[src/rtl/affine_transform_composer_defines.svh]
// ----------------------------------------------------------------------------
// Assertion macros
// Shared forms for the concurrent checks of the transform composer.
// ----------------------------------------------------------------------------
`ifndef AFFINE_TRANSFORM_COMPOSER_DEFINES_SVH
`define AFFINE_TRANSFORM_COMPOSER_DEFINES_SVH

// Consequent must hold in the same cycle as the antecedent.
`define ATC_ASSERT_NOW(lbl, ante, cons, msg) \
	lbl: assert property (@(posedge clk) disable iff (!arst_n) (ante) |-> (cons)) \
		else $error(msg);

// Consequent must hold in the cycle after the antecedent.
`define ATC_ASSERT_NEXT(lbl, ante, cons, msg) \
	lbl: assert property (@(posedge clk) disable iff (!arst_n) (ante) |=> (cons)) \
		else $error(msg);

`endif

[src/rtl/atc_pkg.sv]
// ----------------------------------------------------------------------------
// Transform composer package
// Fixed-point constants, operation codes, item types and trigonometric tables.
// ----------------------------------------------------------------------------
`default_nettype none

package atc_pkg;

	localparam int FRAC_BITS = 16;
	localparam int ACC_W     = 66;
	localparam int TBL_N     = 91;
	localparam logic [63:0] PI_Q30 = 64'd3373259426;
	localparam logic signed [31:0] ONE = 32'sd1 <<< FRAC_BITS;

	localparam logic [3:0] F_WRITE  = 4'd0;
	localparam logic [3:0] F_IDENT  = 4'd1;
	localparam logic [3:0] F_TRANS  = 4'd2;
	localparam logic [3:0] F_ROTX   = 4'd3;
	localparam logic [3:0] F_ROTY   = 4'd4;
	localparam logic [3:0] F_ROTZ   = 4'd5;
	localparam logic [3:0] F_SCALE  = 4'd6;
	localparam logic [3:0] F_SCALAR = 4'd7;
	localparam logic [3:0] F_POINT  = 4'd8;
	localparam logic [3:0] F_READ   = 4'd9;

	typedef struct packed {
		logic [3:0]        func;
		logic [3:0]        elem_index;
		logic signed [31:0] x_in;
		logic signed [31:0] y_in;
		logic signed [31:0] z_in;
		logic [8:0]        angle_deg;
	} req_t;

	typedef struct packed {
		logic signed [31:0] out_x;
		logic signed [31:0] out_y;
		logic signed [31:0] out_z;
		logic              saturated;
	} rsp_t;

	typedef struct packed {
		logic en;
		logic first;
	} mac_ctl_t;

	function automatic longint q30_to_frac(input longint v);
		return (v + (longint'(1) <<< (29 - FRAC_BITS))) >>> (30 - FRAC_BITS);
	endfunction

	function automatic logic [TBL_N*32-1:0] trig_tbl(input bit want_cos);
		logic [63:0] x;
		logic [63:0] x2;
		logic [63:0] t;
		longint ss;
		longint cc;
		longint bs;
		longint bc;
		int rr;
		logic [TBL_N*32-1:0] tbl;
		tbl = '0;
		for (int r = 0; r < TBL_N; r++) begin
			rr = (r > 45) ? 90 - r : r;
			x  = (64'(rr) * PI_Q30 + 64'd90) / 64'd180;
			x2 = (x * x) >> 30;
			t  = x;
			ss = longint'(x);
			cc = longint'(1) <<< 30;
			for (int k = 1; k <= 6; k++) begin
				t  = ((t * x2) >> 30) / 64'((2 * k) * (2 * k + 1));
				ss = (k % 2 == 1) ? ss - longint'(t) : ss + longint'(t);
			end
			t = 64'd1 << 30;
			for (int k = 1; k <= 7; k++) begin
				t  = ((t * x2) >> 30) / 64'((2 * k - 1) * (2 * k));
				cc = (k % 2 == 1) ? cc - longint'(t) : cc + longint'(t);
			end
			if (ss < 0) ss = 0;
			if (ss > (longint'(1) <<< 30)) ss = longint'(1) <<< 30;
			if (cc < 0) cc = 0;
			if (cc > (longint'(1) <<< 30)) cc = longint'(1) <<< 30;
			bs = (r > 45) ? q30_to_frac(cc) : q30_to_frac(ss);
			bc = (r > 45) ? q30_to_frac(ss) : q30_to_frac(cc);
			tbl[r*32 +: 32] = want_cos ? 32'(bc) : 32'(bs);
		end
		return tbl;
	endfunction

	localparam logic [TBL_N*32-1:0] SIN_TBL = trig_tbl(1'b0);
	localparam logic [TBL_N*32-1:0] COS_TBL = trig_tbl(1'b1);

endpackage

`default_nettype wire

[src/rtl/atc_mac.sv]
// ----------------------------------------------------------------------------
// Shared multiply-accumulate unit
// Registered 32x32 product, exact accumulation, floor shift and saturation.
// ----------------------------------------------------------------------------
`default_nettype none

module atc_mac (
	input  wire                  clk,
	input  wire                  arst_n,
	input  atc_pkg::mac_ctl_t    ctl,
	input  wire logic signed [31:0] a,
	input  wire logic signed [31:0] b,
	output logic signed [31:0]   res,
	output logic                 sat
);

	logic signed [63:0] prod_s1;
	logic               vld_s1;
	logic               first_s1;
	logic signed [atc_pkg::ACC_W-1:0] acc_q;
	logic signed [atc_pkg::ACC_W-1:0] shifted;

	always_ff @(posedge clk or negedge arst_n) begin
		if (!arst_n) begin
			vld_s1   <= 1'b0;
			first_s1 <= 1'b0;
		end else begin
			vld_s1   <= ctl.en;
			first_s1 <= ctl.first;
		end
	end

	always_ff @(posedge clk) begin
		if (ctl.en) begin
			prod_s1 <= a * b;
		end
		if (vld_s1) begin
			acc_q <= first_s1 ? atc_pkg::ACC_W'(prod_s1) : acc_q + atc_pkg::ACC_W'(prod_s1);
		end
	end

	always_comb begin
		shifted = acc_q >>> atc_pkg::FRAC_BITS;
		if (shifted > atc_pkg::ACC_W'(64'sh7FFF_FFFF)) begin
			res = 32'sh7FFF_FFFF;
			sat = 1'b1;
		end else if (shifted < -atc_pkg::ACC_W'(64'sh8000_0000)) begin
			res = 32'sh8000_0000;
			sat = 1'b1;
		end else begin
			res = shifted[31:0];
			sat = 1'b0;
		end
	end

endmodule

`default_nettype wire

[config.mk]
export PLATFORM = sky130hd
export DESIGN_NAME = atc_mac
export DESIGN_NICKNAME = d
export VERILOG_FILES = /design/src/rtl/affine_transform_composer_defines.svh /design/src/rtl/atc_pkg.sv /design/src/rtl/atc_mac.sv
export SDC_FILE = /design/constraint.sdc
export NUM_CORES = 2
export LEC_CHECK = 0
export BUFFER_PORTS_ARGS = -buffer_cell sky130_fd_sc_hd__buf_4
export CORE_UTILIZATION = 46
export CTS_CLUSTER_DIAMETER = 50
export DETAILED_ROUTE_END_ITERATION = 8
export PLACE_DENSITY = 0.68
export SETUP_SLACK_MARGIN = 0.02
export SKIP_LAST_GASP = 1
export SLEW_MARGIN = 20
export SYNTH_ARGS = -nofsm -noshare
export SYNTH_HDL_FRONTEND = slang
export SYNTH_SLANG_ARGS = --single-unit
[constraint.sdc]
create_clock -name clk -period 4.1 [get_ports clk]
set_clock_uncertainty 0.15 [all_clocks]
set_input_delay 0.82 -clock clk [delete_from_list [all_inputs] [get_ports clk]]
set_output_delay 0.82 -clock clk [all_outputs]
set_load 0.05 [all_outputs]
==> key figures <==
Run status
  – Status: finished with violations
  – Violated checks: design-rule violations, negative setup slack

STA
  – Hold Fails Final Rpt: 0
  – Max Clock Freq: 132 MHz
  – RSZ-0062 raised after global routing: yes
  – Endpoints failing setup: 58
  – Slew @ Worst Pin: 974 ps
  – Setup TNS: -162,700 ps
  – Period minus WS final: 7570 ps
  – Final Max Tran Viols: 0
  – Setup WS post-layout: -3470 ps
  – Hold slack: 352 ps
  – Max_slew headroom: 35.1%
  – Tcrit/Tclk final: 185%

Route
  – Vias/cell: 5.31
  – Total length of routed met2 wires: 57.0 mm
  – Max layer used: met4
  – DR WL met3: 10.5 mm
  – DR vias: 34,900
  – Initial drt markers: 2,763
  – WL/cell: 19.3 um
  – Final WL: 127 mm
  – Routed Antenna Nets: 0
  – Drt first pass iters: 9
  – Metal-1 WL: 56.9 mm
  – DRC violations left: 17

Global route
  – Vias in the first global route: 37,300
  – First-pass GRT wire length: 204 mm
  – GRT Util Overall: 26.3%
  – Largest net degree at the start of global routing: 65
  – Initial antenna violation count: 2
  – Overflow after GRT: 0

Worst setup path
  – Startpoint types: primary input
  – Critical Path AT: 7610 ps
  – Reg2reg end: acc_q[61]$_DFFE_PP_
  – Reg2reg setup slack: 260 ps
  – Worst path most repeated cell: fa_1
  – Crit path max fanout: 7
  – Crit path capture type: flip-flop
  – Worst-case reg-to-reg path depth: 11
  – CP max stage delay: 540 ps
  – CP max-delay cell: fa_1
  – Crit Path Class: primary input to flip-flop
  – Critical R2R Launch: acc_q[26]$_DFFE_PP_
  – Critical Path RT: 4140 ps

Synthesis
  – Mean Syn Cell Area: 9.33 um^2
  – Syn nets: 6,224
  – Post-synth EDFFs: 130
  – Seq/Total Area, Yosys: 8.79%
  – Cell Area, Synth: 0.0450 mm^2
  – Most used standard cell by instance count after synthesis: fa_1
  – Synth cell count leaders: fa_1, inv_1, nand2_1
  – Area leader, netlist: fa_1
  – Count of cell types in the netlist: 67
  – Yosys top cell area share: 48.2%
  – Top cells by area, synth: fa_1, edfxtp_1, inv_1
  – Post-Syn Instances: 4,824
  – Synth warn: 0
  – Top_reg_cell synth: edfxtp_1
  – Synth async-reset ratio: 1.52%
  – Register bit total from synthesis: 132

Die
  – Initial Utilization: 46.5%
  – Ports: 101
  – Row cnt: 114
  – Total die area: 0.0991 mm^2
  – Die Wd: 315 um
  – Core ar.: 0.0969 mm^2
  – Die Y: 315 um

Clock network
  – CTS tree: done
  – # H-tree levels: 4
  – Clk pin slew, worst setup/hold paths: 60 ps
  – Num CTS Buffers: 17
  – Max Root-Sink Buffers: 2
  – Root Driver: clkbuf_16
  – CTS Sinks: 132
  – Clk_lat worst skew: 440 ps

Finish
  – Area growth, synth to finish: 22.5%
  – Share of post-route cells with drive strength above 1: 21.2%
  – # diodes: 0
  – Final core occ: 56.9%
  – Nets: 6,682

Hold path
  – Worst Hold Launch: ctl[0]
  – Hold path depth: 1
  – Hold Path End: first_s1$_DFF_PN0_
  – HP Class: primary input to flip-flop

Place
  – GPL Wtd Cong: 0.930
  – Port Buffer Count: 100
  – Pre-CTS setup slack: -4180 ps
  – Final HPWL DP: 106 mm

Job
  – Max Cap Viol: 0
critical path, delay by kind of cell:
family / cells / cell delay (ps)
AOI/OAI and AO/OA: 5 / 1020
and+or+nand+nor: 4 / 780
buffers and inverters: 9 / 890
adders and majority gates: 9 / 3970
xor gates and xnor gates: 1 / 120
through the flow:
step | instance area (um^2) | std cells
2_1_floorplan | 46100 | 4824
3_3_place_gp | 51100 | 6435
3_5_place_dp | 51100 | 6435
4_1_cts | 53900 | 6549
5_1_grt | 55100 | 6571
6_report | 55100 | 6571
cell families after synthesis:
group / share of synthesized area, %
buffers and inverters: 10.4
and+or+nand+nor: 16.2
DFF: 8.79
AOI/OAI and AO/OA: 6.94
muxes: 0.0751
adders and majority gates: 55.1
xor gates and xnor gates: 2.43
layer usage:
| metal | GRT usage (%) | up-vias |
|---|---|---|
| met5 | 0 | - |
| met4 | 5.60 | 0 |
| met3 | 4.20 | 182 |
| met2 | 40.3 | 1386 |
| met1 | 39.3 | 17900 |
| li1 | - | 15400 |
flip-flops by register name, summed over array words and instances, names as in the netlist:
| signal | flops |
|---|---|
| prod_s1 | 64 |
| acc_q | 66 |
| vld_s1 | 1 |
| first_s1 | 1 |
placed cells by master, fill, tap and decap left out, types with 15 or more instances in the layout:
cell type | Yosys | final
fa_1 | 1083 | 1005
inv_1 | 986 | 944
nand2_1 | 694 | 669
buf_4 | 0 | 487
and2_1 | 526 | 484
ha_1 | 249 | 189
edfxtp_1 | 130 | 130
buf_6 | 0 | 119
o21ai_0 | 129 | 109
a21oi_1 | 134 | 103
nor2_1 | 102 | 89
fa_2 | 0 | 78
a21o_1 | 71 | 71
xnor2_1 | 78 | 67
ha_4 | 0 | 58
buf_12 | 0 | 48
xor2_1 | 47 | 44
and2_4 | 0 | 42
inv_2 | 0 | 40
nand4_1 | 39 | 39
buf_8 | 0 | 31
nand3_1 | 29 | 27
a21oi_2 | 0 | 26
o21bai_1 | 25 | 23
clkbuf_16 | 0 | 20
a31oi_1 | 25 | 16
o21a_1 | 15 | 15
what timing repair did:
action                     in CTS  in global routing
pin swaps                     221                135
setup buffers                  82                 29
resized for setup             379                206
hold endpoints to repair        2                  0
cloned                          7                  3
setup endpoints to repair      59                 61
hold buffers                    1                  0
area by class of cell:
type | count | area (um^2)
clock buffers | 17 | 425
clock inverters | 15 | 141
fillers | 8063 | 41700
inverters | 988 | 3720
multi-input cells | 3440 | 38400
flip-flops and latches | 132 | 3960
well taps | 1276 | 1600
repair buffers | 703 | 6920
worst max path at each step:
stage | start | to | slack, ps
2_1_floorplan | b[7] | prod_s1[63]$_DFFE_PP_ | -3920
3_3_place_gp | b[7] | prod_s1[62]$_DFFE_PP_ | -4130
3_5_place_dp | b[7] | prod_s1[62]$_DFFE_PP_ | -4180
4_1_cts | b[16] | prod_s1[62]$_DFFE_PP_ | -3430
5_1_grt | b[12] | prod_s1[50]$_DFFE_PP_ | -3650
6_report | b[12] | prod_s1[50]$_DFFE_PP_ | -3470
Power is not shown: default switching activity piles up to over one toggle a cycle in this logic, so the estimate is an artifact.
